--- config.mk ---
export PLATFORM = sky130hd
export DESIGN_NAME = shortest_remaining_time_scheduler
export DESIGN_NICKNAME = d
export VERILOG_FILES = /design/src/hdl/srt_pkg.sv /design/src/hdl/shortest_remaining_time_scheduler.sv
export SDC_FILE = /design/constraint.sdc
export NUM_CORES = 1
export LEC_CHECK = 0
export ABC_AREA = 1
export BUFFER_PORTS_ARGS = -buffer_cell sky130_fd_sc_hd__buf_2
export CAP_MARGIN = 20
export CORE_MARGIN = 5
export CORE_UTILIZATION = 46
export CTS_CLUSTER_SIZE = 40
export DETAILED_ROUTE_END_ITERATION = 12
export GPL_ROUTABILITY_DRIVEN = 0
export GPL_TIMING_DRIVEN = 0
export HOLD_SLACK_MARGIN = 0.06
export PLACE_DENSITY = 0.66
export SYNTH_ARGS = -nofsm -noshare
export SYNTH_HDL_FRONTEND = slang
export SYNTH_SLANG_ARGS = --single-unit
--- constraint.sdc ---
create_clock -name clk -period 10.3 [get_ports clk]
set_input_delay 0.515 -clock clk [delete_from_list [all_inputs] [get_ports clk]]
set_output_delay 0.515 -clock clk [all_outputs]
set_load 0.05 [all_outputs]
--- src/hdl/srt_pkg.sv ---
// Shared types and constants for the shortest-remaining-time scheduler.
// Depends on nothing; every other file of the block imports it.
package srt_pkg;

  localparam int MAX_TASKS_DEF = 8;
  localparam logic [6:0] SEARCH_START = 7'd100;
  localparam logic [15:0] TIME_MAX = 16'hFFFF;
  localparam logic [3:0] COUNT_MAX = 4'd15;
  localparam logic [3:0] TASK_COUNT_RST = 4'd8;

  typedef enum logic [1:0] {
    OP_LOAD    = 2'd0,
    OP_TICK    = 2'd1,
    OP_RESTART = 2'd2,
    OP_UNUSED  = 2'd3
  } opcode_t;

  typedef enum logic [1:0] {
    ST_IDLE,
    ST_SCAN,
    ST_UPDATE,
    ST_DONE
  } state_t;

  typedef struct packed {
    logic [1:0]  opcode;
    logic [2:0]  slot;
    logic [15:0] arrival;
    logic [6:0]  burst;
  } item_t;

  typedef struct packed {
    logic [15:0] time_now;
    logic        idle;
    logic [2:0]  running_slot;
    logic        finished;
    logic [15:0] finish_tick;
    logic [15:0] wait_time;
    logic        all_done;
  } result_t;

endpackage

--- src/hdl/shortest_remaining_time_scheduler.sv ---
// Preemptive shortest-remaining-time-first scheduler. Depends on srt_pkg.
// Load, restart and unused items give no result, and the block stays ready for
// the next item. A tick item is scanned one slot per cycle through one shared
// compare over N = min(task_count, MAX_TASKS, 8) slots; the update state then
// registers its result, and the next item is taken after the result transfer.
// Reset (rst, synchronous) clears remaining times, clock, count, task_count=8.
module shortest_remaining_time_scheduler
  import srt_pkg::*;
#(
  parameter int MAX_TASKS = MAX_TASKS_DEF
) (
  input  logic       clk,
  input  logic       rst,
  input  logic       item_valid,
  output logic       item_ready,
  input  item_t      item,
  output logic       result_valid,
  input  logic       result_ready,
  output result_t    result,
  input  logic       cfg_we,
  input  logic [3:0] cfg_data
);

  // Loads reach only slots 0..7, so entries past that could never be used.
  localparam int STORE_DEPTH = (MAX_TASKS < 8) ? MAX_TASKS : 8;
  localparam int IDX_W = $clog2(STORE_DEPTH);
  localparam logic [3:0] CNT_CAP = (MAX_TASKS > 15) ? 4'd15 : 4'(MAX_TASKS);
  localparam logic [3:0] DEPTH_CNT = 4'(STORE_DEPTH);

  logic [15:0] arrival_store [STORE_DEPTH];
  logic [6:0]  burst_store   [STORE_DEPTH];
  logic [6:0]  remaining     [STORE_DEPTH];

  logic [3:0]  task_count;
  logic [15:0] clock_time;
  logic [3:0]  done_count;

  state_t state, state_next;

  logic [3:0]       scan_cnt;
  logic [6:0]       min_rem;
  logic             found;
  logic [IDX_W-1:0] best_idx;
  logic [15:0]      best_arr;
  logic [6:0]       best_burst;

  logic [3:0]       eff_cnt;
  logic [3:0]       scan_limit;
  logic             scan_last;
  logic [IDX_W-1:0] scan_idx;
  logic [6:0]       rem_i;
  logic [15:0]      arr_i;
  logic             take_i;
  logic             item_xfer;

  logic [15:0] time_inc;
  logic [6:0]  rem_dec;
  logic [16:0] need;
  logic [16:0] fin_ext;
  logic        fin_now;
  logic [15:0] wait_val;
  logic [3:0]  done_next;

  always_comb begin
    eff_cnt = (task_count > CNT_CAP) ? CNT_CAP : task_count;
    scan_limit = (eff_cnt > DEPTH_CNT) ? DEPTH_CNT : eff_cnt;
    scan_last = ((scan_cnt + 4'd1) == scan_limit);
    scan_idx = scan_cnt[IDX_W-1:0];
    rem_i = remaining[scan_idx];
    arr_i = arrival_store[scan_idx];
    // Strictly less keeps the lowest slot on ties and rejects bursts >= 100.
    take_i = (rem_i != 7'd0) && (arr_i <= clock_time) && (rem_i < min_rem);
    item_xfer = item_valid && item_ready;
  end

  always_comb begin
    time_inc = (clock_time != TIME_MAX) ? clock_time + 16'd1 : clock_time;
    rem_dec = min_rem - 7'd1;
    need = {1'b0, best_arr} + {10'd0, best_burst};
    fin_ext = {1'b0, time_inc};
    fin_now = found && (rem_dec == 7'd0);
    wait_val = (fin_ext > need) ? 16'(fin_ext - need) : 16'd0;
    if (fin_now && (done_count != COUNT_MAX)) begin
      done_next = done_count + 4'd1;
    end else begin
      done_next = done_count;
    end
  end

  always_comb begin
    state_next = state;
    unique case (state)
      ST_IDLE: begin
        if (item_xfer && (item.opcode == OP_TICK)) begin
          state_next = (scan_limit == 4'd0) ? ST_UPDATE : ST_SCAN;
        end
      end
      ST_SCAN: begin
        if (scan_last) begin
          state_next = ST_UPDATE;
        end
      end
      ST_UPDATE: state_next = ST_DONE;
      ST_DONE: begin
        if (result_ready) begin
          state_next = ST_IDLE;
        end
      end
      default: state_next = ST_IDLE;
    endcase
  end

  always_comb begin
    item_ready = (state == ST_IDLE);
    result_valid = (state == ST_DONE);
  end

  always_ff @(posedge clk) begin
    if (rst) begin
      state <= ST_IDLE;
      task_count <= TASK_COUNT_RST;
      clock_time <= 16'd0;
      done_count <= 4'd0;
      for (int i = 0; i < STORE_DEPTH; i++) begin
        remaining[IDX_W'(i)] <= 7'd0;
      end
    end else begin
      state <= state_next;
      if (cfg_we) begin
        task_count <= cfg_data;
      end
      if (item_xfer) begin
        unique case (item.opcode)
          OP_LOAD: begin
            if ({1'b0, item.slot} < DEPTH_CNT) begin
              remaining[item.slot[IDX_W-1:0]] <= item.burst;
            end
          end
          OP_RESTART: begin
            clock_time <= 16'd0;
            done_count <= 4'd0;
          end
          default: ;
        endcase
      end
      if (state == ST_UPDATE) begin
        clock_time <= time_inc;
        done_count <= done_next;
        if (found) begin
          remaining[best_idx] <= rem_dec;
        end
      end
    end
  end

  // Payload and scan registers need no reset.
  always_ff @(posedge clk) begin
    if (item_xfer && (item.opcode == OP_LOAD) && ({1'b0, item.slot} < DEPTH_CNT)) begin
      arrival_store[item.slot[IDX_W-1:0]] <= item.arrival;
      burst_store[item.slot[IDX_W-1:0]] <= item.burst;
    end
    if (item_xfer) begin
      scan_cnt <= 4'd0;
      min_rem <= SEARCH_START;
      found <= 1'b0;
      best_idx <= '0;
    end else if (state == ST_SCAN) begin
      scan_cnt <= scan_cnt + 4'd1;
      if (take_i) begin
        min_rem <= rem_i;
        found <= 1'b1;
        best_idx <= scan_idx;
        best_arr <= arr_i;
        best_burst <= burst_store[scan_idx];
      end
    end
    if (state == ST_UPDATE) begin
      result.time_now <= clock_time;
      result.idle <= !found;
      result.running_slot <= found ? 3'(best_idx) : 3'd0;
      result.finished <= fin_now;
      result.finish_tick <= fin_now ? time_inc : 16'd0;
      result.wait_time <= fin_now ? wait_val : 16'd0;
      result.all_done <= (done_next == eff_cnt);
    end
  end

endmodule

; Word level (Yosys, flattened, before mapping)
; Memory sizes are Yosys's and may differ from the RTL's. A register that Yosys moved wholly into a read port is not among the register bits.
; Cells that the tools add are included.
[op_classes]
add_sub_neg = 6
magnitude_cmp = 5
n_eq_ne = 12
mux = 37
bitwise_logic = 1
n_reduce_logical = 22
[op_table]
columns = operator, n
row1 = $mux 16, 4
row2 = $mux 4, 6
row3 = $mux 3, 6
row4 = $add 16x7->17, 1
row5 = $gt 16x17->1, 1
row6 = $add 16x1->16 const B, 1
row7 = $le 16x16->1, 1
row8 = $ne 16x16->1 const B, 1
row9 = $sub 16x16->16, 1
row10 = $mux 1, 14
row11 = $mux 7, 2
row12 = $reduce_or 7->1, 2
row13 = $add 4x1->4 const B, 2
row14 = $eq 4x4->1, 2
row15 = $gt 4x4->1 const B, 2
row16 = $mux 2, 4
row17 = $pmux 2 s4, 1
row18 = $logic_and 1x1->1, 7
row19 = $logic_not 7->1, 1
row20 = $lt 7x7->1, 1
row21 = $reduce_bool 7->1, 1
row22 = $sub 7x1->7 const B, 1
row23 = $eq 2x2->1 const B, 3
row24 = $reduce_and 2->1, 3
row25 = other kinds (10), 15
[word_totals]
reg_bits = 111
ramBits = 240
in_bits = 37
out_inout_bits = 56
elab_cells = 102
mem_count = 3
[memory_table]
columns = name, words, width, read_ports, rd_clocked_by_memory_dff, write_ports, line
row1 = arrival_store, 8, 16, 1, 1, 1, shortest_remaining_time_scheduler.sv:30  ; logic [15:0] arrival_store [STORE_DEPTH];
row2 = burst_store, 8, 7, 1, 1, 1, shortest_remaining_time_scheduler.sv:31  ; logic [6:0] burst_store [STORE_DEPTH];
row3 = remaining, 8, 7, 1, 1, 8, shortest_remaining_time_scheduler.sv:32  ; logic [6:0] remaining [STORE_DEPTH];

; Depth between registers and ports, before layout
[depth]
word_depth = 8
depth_mapped = 23
ltp_nobuf = 23

; Worst setup path before layout
; No wires, ideal clock.
[synth_path]
path_kind = register to register
startpoint = reg with a tool-made name
endpoint = reg best_arr[0] (enable)
setup_ps = 403
t_arrival_ps = 3509
required_ps = 9897
path_slack_ps = 6388
stages_incl_launch_ff = 19
path_buffers = 3
synth_period_minus_slack_ps = 3912
path_cell_list = dfxtp_1 > inv_2 > clkbuf_1 > clkbuf_1 > nor2_1 > o22ai_1 > nor2_1 > a31oi_1 > ha_1 > nand2_1 > inv_1 > o21ai_0 > a21oi_1 > nor2_1 > nand2_1 > nand2_1 > nand4_4 > buf_4 > nor2_1
[synth_lines]
columns = element, line
row1 = end signal: assignment, shortest_remaining_time_scheduler.sv:173  ; best_arr <= arr_i;
row2 = end: declaration, shortest_remaining_time_scheduler.sv:44  ; logic [15:0] best_arr;

==> run metrics <==
FILL cells=3108; CP endpoint kind=flop; number of vias per cell=5.33; Yosys top cell area share=a little under three fifths; first-pass GRT wire length=around 64000 um; Min-Delay Path Class=in2reg; Slew @ Worst Pin=~0.97 ns; core region area=about 0.036 mm2; YS warnings=0; drt total wl=~40000 um; DR pass1 iterations=5; most common cell in the synthesized netlist=nor2_1; CTS Buf Count=38; final worst slack=about 5.6 ns; Clock Tree Root=clkbuf_16; depth of the CTS H-tree=2; Setup Buffers After CTS=0; area grow syn2layout=14.1%; maximum clock path buffer count=3; Clock Sink Count=roughly 360; DP HPWL=28800 um; WP data arrival=4.89 ns; FF-to-FF End=best_arr[11]; Max-slew headroom=34.7%; grt ovf=0; commonest cells in the netlist=326 x nor2_1, 317 x edfxtp_1, 271 x nand2_1, 166 x inv_1, 121 x o21ai_0; worst hold endpoint=task_count[3]; RSZ-0062 raised after global routing=false; Async SR Flop Fraction=0%; sequential share of the synthesized area=between 60% and 70%; hold depth=3; hold_sp=cfg_data[3]; num rows=69; TritonCTS clock tree=done; global-route usage over all layers=19.6%; initial antenna violation count=3; VDD IR max=between 0.1 and 0.15 mV; drt drc=0; clk_skew=0.0188 ns; Die Y=200 um; Port Buffers=a little over 90; clk slew on worst S/H paths=roughly 0.06 ns; Layout Nets=~1900; Avg Synthesized Cell Area=~10 um2; Initial DRC Count=approximately 1000; syn nets=1741; Final Hold Fails=0; largest net degree at the start of global routing=38; IO Count=93; fraction of layout cells with a size suffix above 1=about a tenth; number of library cell types mapped by synthesis=41; WP data required=about 11 ns; Die Span X=around 200 um; Post-Syn Instances=roughly 1600; cell accounting for the most synthesized area=edfxtp_1; PostCTS Resize Cnt=0; vias in the first global route=approximately 12000; DIE AREA=0.0401 mm2; number of diodes=0; Post-synth EDFFs=around 320; Yosys reg bits=about 360; TNS Setup=0 ns; # setup viols final=0; final slew viol count=0; CP Launch Type=flop; Hold Buf Count CTS=0; WL/cell=17.8 um; Synth area leaders=edfxtp_1 57%, nor2_1 7.3%, nand2_1 6.1%; synthesized area=around 0.017 mm2; max frequency=roughly 0.21 GHz; total vias in the final route=12100; R2R Setup Slk=around 5.6 ns; WS Path Type=reg2reg; P per Cell Area=around 230 mW/mm2; Worst Setup Slack post-DPL=approximately 5.7 ns; DRT antenna net count=0; Post-synth top flop=edfxtp_1; worst-path fanout max=19; period utilization=45.2%; Initial Util=approximately 47%; outcome=finished, final reports clean; leakage=~7.5 nW; Register-to-Register Path Depth=18; Final min period=about 4.7 ns; clock latency on the worst-skew pair=about 0.54 ns; max-cap viol count=0
## report_power, final
part	leakage, nW	internal, W	switching (W)
Combinational	3.65	0.000373	0.000966
Sequential	3.31	0.00174	0.0000653
Clock	0.556	0.000732	0.000556
Total	7.52	0.00285	0.00159
## critical path: stages (launching register included)
cell and delay [ns]:
dfxtp_1 0.37, clkbuf_1 0.51, clkbuf_1 0.48, o21ai_0 0.19, o22ai_1 0.23, nor2_1 0.07
a31oi_1 0.46, ha_1 0.35, nand2_1 0.07, inv_1 0.03, o21ai_0 0.13, a21oi_1 0.08
nor2_1 0.14, nand2_1 0.07, nand2_1 0.19, nand4_4 0.21, buf_4 0.24, nor2_2 0.32
buf_16 0.21
## kinds of logic after synthesis
group	Yosys count	share of synthesized area (%)
AND/OR/NAND/NOR	705	17.1
XOR/XNOR	44	2.49
flip-flops	361	62.5
adder cells (fa/ha/maj)	56	4.30
buffers and inverters	223	5.22
AO/OA/AOI/OAI	259	8.41
## layer usage
metal	global-route usage, %	share of wire, %	wire length [um]
met3	3.77	7.4	3020
met4	5.65	3.0	1210
met5	0	0.084	34
met1	26.2	42	17100
met2	32.9	47	19200
## worst max path at each step
stage                         to  depth (start not counted)  slack, ns  startpoint
global placement    best_arr[13]                         17       4.74        flop
finish              best_arr[11]                         18       5.64        flop
global route         best_arr[6]                         18       5.47        flop
floorplan            best_arr[0]                         18       6.39        flop
CTS                  best_arr[6]                         18       5.70        flop
detailed placement  best_arr[14]                         18       5.72        flop
## layout by cell type, fill, tap and decap left out, types with 3 or more instances in the layout
cell	count
clkbuf_16	38
nor2_4	5
or2_2	3
o21ai_1	14
buf_8	4
xor2_2	4
buf_2	99
buf_4	4
xor2_1	29
inv_1	166
clkinv_1	8
dfxtp_1	44
nor2_2	9
nor2_1	317
o22ai_1	34
edfxtp_1	317
o21ai_0	121
nand4_1	13
a21oi_1	53
ha_1	53
a21o_1	3
nor4_1	3
o21bai_1	3
buf_1	7
clkinv_2	5
nand2_1	271
a31oi_1	25
nand3b_1	3
nand3_1	70
xnor2_1	11
clkbuf_1	42
inv_2	5
nor3_1	6
## sequential cells by signal, indices dropped and copies added (netlist names), named ones only
register       cells
arrival_store    128
burst_store       56
remaining         56
result            54
best_arr          16
clock_time        16
best_burst         7
min_rem            7
done_count         4
scan_cnt           4
task_count         4
best_idx           3
state              2
found              1
## cell type report
| cell class | count | area [um2] | share of cell area (%) |
|---|---|---|---|
| Sequential cell | 361 | 10400 | 54.8 |
| Multi-Input combinational cell | 1064 | 5430 | 28.6 |
| Clock buffer | 47 | 985 | 5.18 |
| Inverter | 171 | 642 | 3.38 |
| Tap cell | 461 | 577 | 3.04 |
| Timing Repair Buffer | 98 | 568 | 2.99 |
| Buffer | 52 | 226 | 1.19 |
| Clock inverter | 21 | 169 | 0.889 |
## metrics by stage
step	hold WS [ns]	instance area, um2	std cells	util (%)	total power (W)
2_1_floorplan	0.430	16600	1648	-	0.00277
3_3_place_gp	0.460	17700	2201	49.6	0.00312
3_5_place_dp	0.463	17800	2207	50.0	0.00316
4_1_cts	0.208	19000	2275	53.3	0.00445
5_1_grt	0.250	19000	2275	53.3	0.00466
6_report	0.229	19000	2275	53.3	0.00443
Power figures use the tool's default switching activity.
